[config.mk]
export PLATFORM = sky130hd
export DESIGN_NAME = skh_ram
export DESIGN_NICKNAME = d
export VERILOG_FILES = /design/src/sv/skh_ram.sv
export SDC_FILE = /design/constraint.sdc
export NUM_CORES = 2
export LEC_CHECK = 0
export BUFFER_PORTS_ARGS = -buffer_cell sky130_fd_sc_hd__buf_2
export CAP_MARGIN = 15
export CORE_MARGIN = 2
export CORE_UTILIZATION = 45
export CTS_BUF_LIST = sky130_fd_sc_hd__clkbuf_16
export DETAILED_ROUTE_END_ITERATION = 10
export PLACE_DENSITY_LB_ADDON = 0.2
export SLEW_MARGIN = 10
export SYNTH_ARGS = -nofsm -noshare
export SYNTH_HDL_FRONTEND = slang
export SYNTH_SLANG_ARGS = --single-unit
[constraint.sdc]
create_clock -name clk -period 7.71 [get_ports clk]
set_clock_uncertainty 0.2 [all_clocks]
set_input_delay 0.771 -clock clk [delete_from_list [all_inputs] [get_ports clk]]
set_output_delay 0.771 -clock clk [all_outputs]
set_load 0.02 [all_outputs]
[src/sv/skh_ram.sv]
// ----------------------------------------------------------------------------
// skh_ram: generic single-port RAM
// One write or one read per cycle, read data registered.
// ----------------------------------------------------------------------------
module skh_ram #(
  parameter int WIDTH = 8,
  parameter int DEPTH = 256
) (
  input  logic                     clk,
  input  logic                     we,
  input  logic [$clog2(DEPTH)-1:0] addr,
  input  logic [WIDTH-1:0]         wdata,
  output logic [WIDTH-1:0]         rdata
);

  logic [WIDTH-1:0] mem [DEPTH];

  always_ff @(posedge clk) begin
    if (we) begin
      mem[addr] <= wdata;
    end
    rdata <= mem[addr];
  end

endmodule

; ---- Word level (Yosys, flattened, before mapping)
; Memory sizes are Yosys's and may differ from the RTL's. A register that Yosys moved wholly into a read port is not among the register bits.
; Index checks and enable logic that the tools add are counted.
[classes]
n_mux = 2
[ops]
columns = op, count
row1 = 1-bit 2-to-1 mux, 2
[totals]
wordCells = 3
output_inout_bits = 8
input_bits = 18
ramBits = 2048
n_memories = 1
regBits = 0
[mem_list]
columns = name, words, width, rd, rd_clocked_by_memory_dff, wr, line_no
row1 = mem, 256, 8, 1, 1, 1, 16  ; logic [WIDTH-1:0] mem [DEPTH];

; ---- Longest topological paths before layout
[depth]
word_depth = 2
mapped_depth = 10
mapped_depth_nobuf = 5

; ---- Least setup slack after synthesis
; No wires, ideal clock.
[synth_path]
path_kind = input to register
startpoint = input addr[1]
endpoint = memory mem[111][0] (enable)
setup_slack_ns = 4.520
t_required_ns = 7.140
path_stages = 9
t_arrival_ns = 2.620
n_path_buf = 5
setup_ns = 0.370
path_cell_list = buf_2 -> clkbuf_1 -> clkbuf_1 -> nand2_1 -> buf_2 -> nor2_1 -> nand2_1 -> clkbuf_1 -> nor2_1
[synth_rtl]
columns = element, line_no
row1 = "start, declared", 11  ; input logic [$clog2(DEPTH)-1:0] addr,
row2 = "end, declared", 16
; Straight into the memory's write port.

==> parameters.txt <==
Parameter                              Value

Placed design
  Dpl ws    roughly 2.7 ns
  Routability congestion estimate    0.7859
  Detail Placement HPWL    109500 um
  Number of I/O port buffers    25

Job
  Max-capacitance violation count    0

Routing
  Vias after detailed routing    36780
  TritonRoute pass-1 iters    7
  Wire length per cell after detailed routing    30.59 um
  Drc violations    0
  Detailed-route vias per instance    5.973
  DRT Wirelength    188300 um
  Number of antenna-violating nets in the routed design    0
  Number of DRC markers after the initial detailed-route iteration    3909

STA
  Aggregate negative setup slack    0 ns
  Relative slew slack    0.08653
  Slew @ Worst Pin    1.353 ns
  Final worst path period share    0.5482
  Worst-case setup margin in the final layout    roughly 3.5 ns
  Number of setup violations in the final report    0
  Final Hold Violating Endpoints    0
  Total count of max-transition violations in the final report    0
  RSZ-0062 raised after global routing    false
  Timing-limited maximum frequency    236.6 MHz
  Time the final worst path needs with I/O delays and setup    4.227 ns
  Minimum hold slack    0.1617 ns

GRT
  Via count of the first global-routing pass    37690
  Initial antenna violation count    3
  Total track usage    0.2118
  Total congestion overflow    0
  Pin count of the biggest net entering global routing    184
  First-pass GRT wire length    273300 um

Clock tree
  Number of H-tree levels    4
  Number of buffers created by CTS    approximately 200
  Post-CTS clock slew at the launch and capture registers of the worst setup and hold paths    0.06 ns
  Buffer count from post-CTS setup fixing    0
  CTS tree    done
  CTS Hold Bufs    0
  Clock root buffer    clkbuf_16
  Num Clock Sinks    2056
  Number of buffers on the longest clock path    3
  Insertion delay to the later sink of the worst-skew pair    0.85 ns
  Post-cts resize count    0

Cells and area
  Filler Cells Inserted    roughly 14000
  # diodes    0
  Share of final-layout standard cells stronger than drive strength 1    0.2490
  NumNets Final    3676
  Post-synthesis to final-layout area growth    12.24%
  Final core utilization    0.5074

Critical path
  Crit path top cell by count    buf_4
  Classification of the worst setup path    in2reg
  Critical Path Max Stage Delay    0.96 ns
  Maximum fanout encountered on the critical timing path    between 40 and 50
  Type of element launching the critical path    input port
  Worst-path cell with the longest stage delay    o41ai_1
  Series of cell instances along the critical path    buf_8 -> buf_4 -> buf_4 -> mux4_2 -> a22oi_1 -> a21oi_1 -> o41ai_1 -> buf_4 -> nand4_1
  Endpoint class of the critical path    flop
  Critical Path RT    8.18 ns
  Worst path arrival time    4.70 ns

Yosys
  Share of the yosys chip area belonging to registers    0.7855
  Synthesized area divided by synthesized cell count    22.13 um2
  Cell Area, Synth    ~78000 um2
  Syn Inst Count    3547
  Number of synthesized register bits    2056
  Number of nets produced by synthesis    3565
  Synthesis Warnings    0
  Post-synthesis cell type count    22

Die
  Starting density of the core    0.4521
  Placeable core area    173600 um2
  Die footprint    around 180000 um2
  Std cell rows    ~150
  Horiz. Die Dim    421.6 um
  Count of boundary I/O pins    26
  Die H    421.6 um

Min path
  Worst min path class    in2reg

Outcome
  Status    completed

Power and ir drop
  Maximum VDD drop    264.2 uV
  Pwr per Cell Area    around 260 nW/um2
  Total power consumption of the routed design    22950 uW
  Leakage power of the design    0.02670 uW
flip-flops by register name, summed over array words and instances (netlist names):
register  count
mem        2048
rdata         8
layer usage:
metal	GRT usage	wire, um	up-vias	part of all wire
met5	0	0	-	0
met4	0.06117	4961	0	0.026
met3	0.03762	12870	288	0.068
met2	0.3330	90490	1319	0.48
met1	0.3064	80000	19850	0.42
li1	-	-	15320	-
per-stage QoR:
| stage | area [um2] | cells |
|---|---|---|
| global route | 88100 | 6157 |
| CTS | 88100 | 6157 |
| floorplan | 78490 | 3547 |
| finish | 88100 | 6157 |
| global placement | 81540 | 5771 |
| detailed placement | 81640 | 5778 |
power breakdown:
| part | leakage [uW] | total (uW) | switching, uW | internal [uW] |
|---|---|---|---|---|
| combinational | 0.00494 | 1010 | 670 | 343 |
| clock | 0.00329 | 9600 | 4240 | 5360 |
| sequential | 0.0185 | 12300 | 20.9 | 12300 |
| total | 0.0267 | 23000 | 4930 | 18000 |
placed cells by master, fill, tap and decap left out, types with 15 or more instances in the layout:
cell type and instances:
nand2_1 27, edfxtp_1 2048, nor2_1 231, clkinv_2 33
mux4_2 512, o41ai_1 23, nor3_1 30, clkbuf_16 206
bufinv_16 15, inv_1 40, a21oi_1 128, a22oi_1 256
buf_2 17, buf_4 100, clkinv_1 60
layout make-up:
cell class / instances / area, um2 / area share
Sequential cell: 2056 / 61660 / 0.6999
Multi-Input combinational cell: 1258 / 15860 / 0.1801
Clock buffer: 206 / 5155 / 0.05851
Tap cell: 2325 / 2909 / 0.03302
Clock inverter: 173 / 1305 / 0.01481
Timing Repair Buffer: 138 / 1206 / 0.01369
Inverter: 1 / 3.754 / 0.00004261
cell families after synthesis:
group,Yosys count,synth area share
buffers and inverters,233,0.01401
and+or+nand+nor,330,0.01733
DFF,2056,0.7855
muxes,512,0.1469
AOI/OAI and AO/OA,416,0.03622
worst paths after layout:
kind,slack [ns],start,endpoint,depth (start not counted)
worst max-delay path,3.48,addr[0],rdata[2],9
worst min-delay path,0.16,wdata[3],mem[168][3],1
worst max register to register,4.70,mem[171][7],rdata[7],5
worst min register to register,0.77,mem[246][4],rdata[4],5
worst max-delay path, delay by kind of cell:
kind / cells / cell delay (ns)
compound gates: 3 / 1.31
mux: 1 / 0.56
simple gates: 1 / 0.08
buf+inv: 4 / 1.82
cells in the mapped netlist:
master       n  share of area
a22oi_1    256          0.024
and2_1       3        0.00024
buf_2       36         0.0023
nand2_1     28         0.0013
o41ai_1     32         0.0036
or3_1        1       0.000080
dfxtp_1      8         0.0020
or2_2        2        0.00016
nand4_1      8        0.00064
nor2b_1      7        0.00056
buf_1       19        0.00091
buf_4       16         0.0015
buf_6       16         0.0023
clkbuf_1   145         0.0069
nand2b_1     6        0.00048
inv_1        1       0.000048
mux4_2     512           0.15
edfxtp_1  2048           0.78
a21oi_1    128         0.0082
nor3_1      30         0.0019
nand3_1     13        0.00083
nor2_1     232          0.011
(Power assumes the default switching activity.)
