## src/sv/skh_pkg.sv

```systemverilog
// ----------------------------------------------------------------------------
// skh_pkg: shared types and constants of the string key hash set
// Sizes, FNV-1a constants, status codes and the sequencer state type.
// ----------------------------------------------------------------------------
package skh_pkg;

  localparam int unsigned SLOT_COUNT    = 4096;
  localparam int unsigned POOL_BYTES    = 131072;
  localparam int unsigned MAX_KEY_BYTES = 512;

  localparam int SLOT_W = $clog2(SLOT_COUNT);
  localparam int POOL_W = $clog2(POOL_BYTES);
  localparam int FILL_W = POOL_W + 1;
  localparam int KBUF_W = $clog2(MAX_KEY_BYTES);
  localparam int KLEN_W = KBUF_W + 1;
  localparam int CNT_W  = SLOT_W;
  localparam int STE_W  = FILL_W - 1 + 1;

  localparam logic [31:0] HASH_BASIS = 32'd2166136261;
  localparam logic [31:0] HASH_PRIME = 32'd16777619;

  localparam logic [CNT_W-1:0] ENTRY_LIMIT = CNT_W'(SLOT_COUNT / 2);

  typedef enum logic [2:0] {
    ST_FOUND     = 3'd0,
    ST_NOT_FOUND = 3'd1,
    ST_INSERTED  = 3'd2,
    ST_DUPLICATE = 3'd3,
    ST_FULL      = 3'd4,
    ST_TOO_LONG  = 3'd5
  } status_t;

  typedef enum logic [3:0] {
    S_CLEAR,
    S_IDLE,
    S_HASH,
    S_DECIDE,
    S_SLOT_RD,
    S_SLOT_CHK,
    S_CMP_RD,
    S_CMP_CHK,
    S_INS_RD,
    S_INS_WR,
    S_DONE
  } state_t;

endpackage

```

## src/sv/skh_hash.sv

```systemverilog
// ----------------------------------------------------------------------------
// skh_hash: FNV-1a hash step
// Folds one byte into the running hash; the multiply is registered.
// ----------------------------------------------------------------------------
module skh_hash
  import skh_pkg::*;
(
  input  logic        clk,
  input  logic        rst_n,
  input  logic        clr,
  input  logic        step,
  input  logic [7:0]  byte_in,
  output logic [31:0] hash
);

  logic [31:0] hash_r, hash_nxt;

  always_comb begin
    hash_nxt = hash_r;
    if (clr) begin
      hash_nxt = HASH_BASIS;
    end else if (step) begin
      hash_nxt = (hash_r ^ {24'd0, byte_in}) * HASH_PRIME;
    end
  end

  always_ff @(posedge clk) begin
    if (!rst_n) begin
      hash_r <= HASH_BASIS;
    end else begin
      hash_r <= hash_nxt;
    end
  end

  assign hash = hash_r;

endmodule

```

## config.mk

```make
export PLATFORM = sky130hd
export DESIGN_NAME = skh_hash
export DESIGN_NICKNAME = d
export VERILOG_FILES = /design/src/sv/skh_pkg.sv /design/src/sv/skh_hash.sv
export SDC_FILE = /design/constraint.sdc
export NUM_CORES = 1
export LEC_CHECK = 0
export ABC_AREA = 1
export BUFFER_PORTS_ARGS = -buffer_cell sky130_fd_sc_hd__buf_2
export CAP_MARGIN = 25
export CORE_ASPECT_RATIO = 1.2
export CORE_MARGIN = 2
export CORE_UTILIZATION = 55
export CTS_BUF_LIST = sky130_fd_sc_hd__clkbuf_4
export CTS_CLUSTER_SIZE = 8
export DETAILED_ROUTE_END_ITERATION = 12
export PLACE_DENSITY_LB_ADDON = 0.1
export SYNTH_ARGS = -nofsm -noshare
export SYNTH_HDL_FRONTEND = slang
export SYNTH_SLANG_ARGS = --single-unit
```

## constraint.sdc

```tcl
create_clock -name clk -period 7.9 [get_ports clk]
set_input_delay 0.395 -clock clk [delete_from_list [all_inputs] [get_ports clk]]
set_output_delay 0.395 -clock clk [all_outputs]
set_load 0.02 [all_outputs]
```

* Yosys cells after proc, flatten, opt, wreduce, memory -nomap -nowiden
Cells that the tools add are included.
** Operators by class
- Order comparisons :: 0
- Multiplexer cells :: 0
- Bitwise operators :: 2
- Shift operators :: 0
- $add $sub $neg :: 0
- Divide/modulo/power cells :: 0
- Multipliers :: 1
- Equal/unequal tests :: 0
- Reduce and logical (&&, ||, !) cells :: 1
** Operators with widths (count)
- $mul A32 B25 Y32 const B :: 1
- $xor A32 B8 Y32 :: 1
- $reduce_or A2 Y1 :: 1
- $not A1 Y1 :: 1
** Word-level totals
- Output and inout bits :: 32
- Register bits after elaboration :: 32
- Bits in read-only memories :: 0
- Bits in writable memories :: 0
- Logic and storage cells :: 5
- Latch bits :: 0
- Input port bits :: 12
- Memories :: 0

* Depth between registers and ports, before layout
Gate-level depths: netlist (run 1).
- Depth after elaboration :: 2
- Depth in mapped cells :: 25

* Worst setup path before layout (run 1)
No wires, ideal clock.
- Path kind :: register -> register
- From :: reg hash_r[19] (netlist: hash[19])
- To :: reg hash_r[30] (netlist: hash[30])
- Path slack :: 3.230 ns
- Required time :: 7.791 ns
- Cell stages (with the launch flop) :: 24
- Library setup time :: 0.109 ns
- Data arrival time :: 4.561 ns
- Cell sequence :: dfxtp_1 ha_1 ha_1 inv_1 fa_1 inv_1 ha_1 inv_1 fa_1 inv_1 fa_1 inv_1 fa_1 inv_1 ha_1 nand2_1 nor2_1 nand3_1 nor4_1 nand2_1 nand3_1 nand3_1 nand2_1 inv_1
** Between the ends
- Longest elaborated chain between the ends :: 2
** RTL lines
- from (decl) :: line skh_hash.sv:16 : logic [31:0] hash_r, hash_nxt;
- from (signal assigned) :: line skh_hash.sv:31 : hash_r <= hash_nxt;
- $xor A32 B8 Y32 :: line skh_hash.sv:23 : hash_nxt = (hash_r ^ {24'd0, byte_in}) * HASH_PRIME;
- $mul A32 B25 Y32 :: line skh_hash.sv:23
Every way passes these cells.
A chain may end at the register's enable or synchronous reset.

* Worst setup path in the final report (run 1)
- From :: reg hash_r[2] (netlist: hash[2])
- To :: reg hash_r[24] (netlist: hash[24])
Same word-level chain as after synthesis.

==> out/results.ini, run 1 <==
[synth]
synth-seq-area-share_pct = 8.57
avgSynthCellArea_um2 = 7.56
synth_top_area_share_pct = 30.8
ys_seq_elements = 32
synth_ff_type = dfxtp_1
netlist_instances = 988
synth_fp_nets = 1258
yosysWarnings = 0
yosys-top-cells-count = inv_1 (247), ha_1 (184), nand2_1 (176)
async_flop_share_pct = 0
synth_area_mm2 = 0.00747
yosysMostFrequentCell = inv_1
synth-edff-count = 0
synth_area_leaders = ha_1 (31%), fa_1 (20%), inv_1 (12%)
synth_top_cell_by_area = ha_1
netlist-cell-type-count = 34

[clocking]
post_cts_buffers = 0
cts.htree.levels = 2
cts_tree = built
clkTransAtPathRegs_ps = 120
cts_root_buffer = clkbuf_4
cts_resized = 0
cts_made_buffers = 5
ctsHoldBuffers = 0
clock_latency_ps = 360
clkSinkCount = 32
cts_buffer_depth = 2

[timing]
fin_crit_ps = 5360
fin_setup_tns_ps = 0
finalHoldViolCount = 0
fmax_ghz = 0.186
slew_viol_final = 0
slew_headroom_pct = 51.5
setup_violations = 0
rsz0062_at_grt = false
worst_pin_slew_ps = 727
finalCritPeriodShare_pct = 67.9
fin_skew_ps = 6.12

[worst_setup_path]
crit_path_end = hash[24]
regToRegSetupSlack_ps = 2540
start_kind = flip-flop
r2r_cells = 22
reg2reg_to = hash[24]
cp_max_fo = 5
worstPathRequired_ps = 8210
critPathKind = flip-flop to flip-flop
endpoint_kind = flip-flop
arrival_ps = 5670
r2r_start = hash[2]
crit_path_start = hash[2]

[floorplanning]
num_rows = 46
ios = 44
die_w_um = 110
core_mm2 = 0.0132
initial_core_util_pct = 56.4
die-area_mm2 = 0.0145
die-height_um = 132

[final_layout]
layout-drive-gt1-share_pct = 7.08
antenna_cells = 0
area_growth_pct = 6.35
fin_nets = 1301
largest_reg_flops = 32

[global_routing]
track_usage_pct = 26.8
grt_start_max_net_pins = 37
met3_usage_pct = 1.89
grt_pass1_wl_um = 31200
grt_use_met1_pct = 34.1
first_global_vias = 6291
antenna_found_initial = 0
grt.busiest_layer = met2
grt.overflow.total = 0
use_met2_pct = 48.9

[placement]
gp_congestion = 0.943
port_buffers = 43
dp_hpwl_um = 16100

[hold_path]
hold_class = input pin to flip-flop

[run]
maxCapViolCount = 0

[route]
routed_wl_um = 18700
ant_nets = 0
wire_per_inst_um = 15.6
viasPerCell = 5.19
vias = 6225
first_iter_violations = 266
drc_errors = 0
first_pass_iters = 5

[outcome]
outcome = finished, final reports clean

==> critical path, stage by stage (launching register included) <==
cell and delay (ps):
dfxtp_1 410, xor2_1 530, inv_1 90, nor2_1 210
nor2_1 80, ha_1 320, fa_1 500, ha_1 220
fa_1 480, ha_1 290, inv_1 50, fa_1 520
inv_1 40, ha_1 340, a21oi_1 240, inv_1 70
nor2_1 200, nor2_1 90, o21ai_0 200, nand3_1 160
nand2_1 90, nand2_1 50, o21ai_1 130
==> routing by layer <==
metal / routed length [um] / vias up
met4: 386 / 0
met5: 0 / -
li1: - / 3163
met1: 8240 / 2934
met3: 550 / 24
met2: 9480 / 104
==> cell usage in the layout, fill, tap and decap left out, types with 19 or more instances in the layout <==
cell | netlist | routed
inv_1 | 247 | 247
ha_1 | 184 | 184
nand2_1 | 176 | 176
nor2_1 | 75 | 75
fa_1 | 74 | 74
a21oi_1 | 50 | 50
nand3_1 | 43 | 43
buf_2 | 3 | 43
dfxtp_1 | 32 | 32
o21ai_0 | 19 | 19
==> through the flow <==
step           instances  area [um2]  worst slack, ps  util [%]  hold slack (ps)
3_5_place_dp        1191        7870             2530      59.5              492
3_3_place_gp        1190        7850             2520      59.3              480
5_1_grt             1199        7950             2200      60.0              372
6_report            1199        7950             2540      60.0              354
2_1_floorplan        988        7470             3230         -              526
4_1_cts             1198        7920             2590      59.8              350
==> logic make-up (layout without fill, tap and decap cells) <==
kind of cell	after synthesis	after routing	share of synthesized area, %
XOR/XNOR	18	18	2.11
AO/OA/AOI/OAI	94	94	6.97
flip-flops	32	32	8.57
AND/OR/NAND/NOR	327	327	18.4
adder cells (fa/ha/maj)	258	258	50.6
buffers and inverters	259	302	13.3
==> final cells by class <==
cell class / count / area (um2)
multi-input cells: 697 / 5840
fillers: 1307 / 5290
inverters: 249 / 935
flip-flops and latches: 32 / 641
repair buffers: 46 / 278
well taps: 168 / 210
clock buffers: 5 / 37.5
clock inverters: 2 / 7.51
==> worst min-delay path by stage <==
| stage | startpoint | cells after the start | end |
|---|---|---|---|
| final | clr | 3 | hash[2] |
| after global routing | clr | 3 | hash[2] |
| after CTS | clr | 3 | hash[2] |
| after detailed placement | hash[1] | 2 | hash[1] |
| after global placement | hash[3] | 2 | hash[3] |
| after floorplan | clr | 2 | hash[2] |
Power of run 1 is not shown: default switching activity piles up to over one toggle a cycle in this logic, so the estimate is an artifact.
==> run 2: changes to the inputs <==
==> constraint.sdc (replaced) <==
create_clock -name clk -period 5.3 [get_ports clk]
set_input_delay 0.265 -clock clk [delete_from_list [all_inputs] [get_ports clk]]
set_output_delay 0.265 -clock clk [all_outputs]
set_load 0.02 [all_outputs]
==> run 2 against run 1 <==
Via count up 1.3%. Register-to-register slack worse by 2200 ps. Core utilization up 1.2 points. Sequential share of layout area down 0.12 points. Hold slack worse by 130 ps. Setup slack worse by 2200 ps. Wire length up 2.9%. First-iteration DRC count up 36%. Critical path depth down 1. Count of clock-buffer cells in the layout up 2. Cell count up 2.0%. Design area up 2.1%. Largest cell class unchanged.
==> out/results.ini, run 2 (synthesized netlist as in run 1, its figures left out) <==
[clocking]
cts_tree = built  ; unchanged
ctsHoldBuffers = 0  ; unchanged
cts_resized = 0  ; unchanged
cts_buffer_depth = 2  ; unchanged
clkTransAtPathRegs_ps = 130  ; was 120 ps
cts_made_buffers = 5  ; unchanged
cts.htree.levels = 2  ; unchanged
post_cts_buffers = 0  ; unchanged
cts_root_buffer = clkbuf_4  ; unchanged
clkSinkCount = 32  ; unchanged
clock_latency_ps = 370  ; was 360 ps

[final_layout]
layout-drive-gt1-share_pct = 9.58  ; was 7.08%
area_growth_pct = 8.56  ; was 6.35%
largest_reg_flops = 32  ; unchanged
fin_nets = 1323  ; was 1301
final_cells = 1223  ; was 1199
final_common_cell = inv_1  ; unchanged
final_cell_mix = inv_1 (247), ha_1 (183), nand2_1 (176), nor2_1 (75), fa_1 (74)  ; was inv_1 (247), ha_1 (184), nand2_1 (176), nor2_1 (75), fa_1 (74)

[hold_path]
hold_class = input pin to flip-flop  ; unchanged
min_path_cells = 3  ; unchanged

[timing]
slew_headroom_pct = 30.0  ; was 51.5%
worst_slack_ps = 293  ; was 2540 ps
slew_viol_final = 0  ; unchanged
timing.hold.ws_ps = 223  ; was 354 ps
fin_skew_ps = 27.8  ; was 6.12 ps
fmax_ghz = 0.200  ; was 0.186 GHz
worst_pin_slew_ps = 1050  ; was 727 ps
setup_violations = 0  ; unchanged
finalHoldViolCount = 0  ; unchanged
fin_crit_ps = 5010  ; was 5360 ps
finalCritPeriodShare_pct = 94.5  ; was 67.9%

[placement]
dp_cells = 1213  ; was 1191
port_buffers = 43  ; unchanged
dp_hpwl_um = 16800  ; was 16100 um
gp_congestion = 0.924  ; was 0.943
pre_cts_slack_ps = 306  ; was 2530 ps

[route]
ant_nets = 0  ; unchanged
viasPerCell = 5.16  ; was 5.19
routed_wl_um = 19200  ; was 18700 um
first_pass_iters = 5  ; unchanged
vias = 6309  ; was 6225
first_iter_violations = 361  ; was 266
wire_per_inst_um = 15.7  ; was 15.6 um
drc_errors = 0  ; unchanged

[worst_setup_path]
start_kind = flip-flop  ; unchanged
critPathKind = flip-flop to flip-flop  ; unchanged
worstPathRequired_ps = 5590  ; was 8210 ps
r2r_cells = 21  ; was 22
cp_max_fo = 5  ; unchanged
endpoint_kind = flip-flop  ; unchanged
arrival_ps = 5300  ; was 5670 ps

[global_routing]
grt.overflow.total = 0  ; unchanged
track_usage_pct = 27.8  ; was 26.8%
grt_pass1_wl_um = 32000  ; was 31200 um
antenna_found_initial = 1  ; was 0
first_global_vias = 6417  ; was 6291
grt_start_max_net_pins = 37  ; unchanged

[floorplanning]
ios = 44  ; unchanged
die_w_um = 110  ; unchanged
num_rows = 46  ; unchanged
die-height_um = 132  ; unchanged
die-area_mm2 = 0.0145  ; unchanged
core_mm2 = 0.0132  ; unchanged
initial_core_util_pct = 56.4  ; unchanged

[run]
maxCapViolCount = 0  ; unchanged

[outcome]
outcome = finished, final reports clean  ; unchanged

==> run 2: worst paths after layout <==
| path | start | end | slack, ps |
|---|---|---|---|
| setup / recovery | hash[2] | hash[17] | 290 |
| setup reg to reg | hash[2] | hash[17] | 290 |
| hold / removal | clr | hash[2] | 220 |
| hold reg to reg | hash[1] | hash[1] | 510 |
==> run 2: final cells by class <==
class	count	area, um2
tap	168	210
timing repair buffer	68	423
fill	1256	5130
antenna	1	2.50
sequential	32	644
clock inverter	1	3.75
clock buffer	7	52.6
multi-input combinational	697	5840
inverter	249	935
==> run 2: critical path, stage by stage (launching register included) <==
cell      delay [ps]
dfxtp_1          410
xor2_1           260
inv_1             70
nor2_1           230
nor2_1            90
ha_1             320
fa_1             420
ha_1             230
fa_1             480
ha_1             290
inv_1             50
fa_1             520
inv_1             40
ha_1             370
a21o_1           200
nor2_1           240
o21bai_1         130
a21oi_1          240
nand2_1           80
nand2_1           60
nor2_1            40
nor2_1           130
==> run 2: layer usage <==
metal  up-vias  track usage [%]  wire [um]
met4         0             8.82        552
met3        28             2.12        607
met1      2937             35.7       8470
met5         -                0          0
met2       138             49.4       9560
li1       3206                -          -
==> run 2: per-stage QoR <==
stage	TNS [ps]	util (%)	cell area, um2
floorplan	0	-	7470
global placement	0	60.6	8020
detailed placement	0	60.6	8020
CTS	0	61.0	8080
global route	-22.9	61.3	8110
finish	0	61.3	8110
Power of run 2 is left out for the same reason.
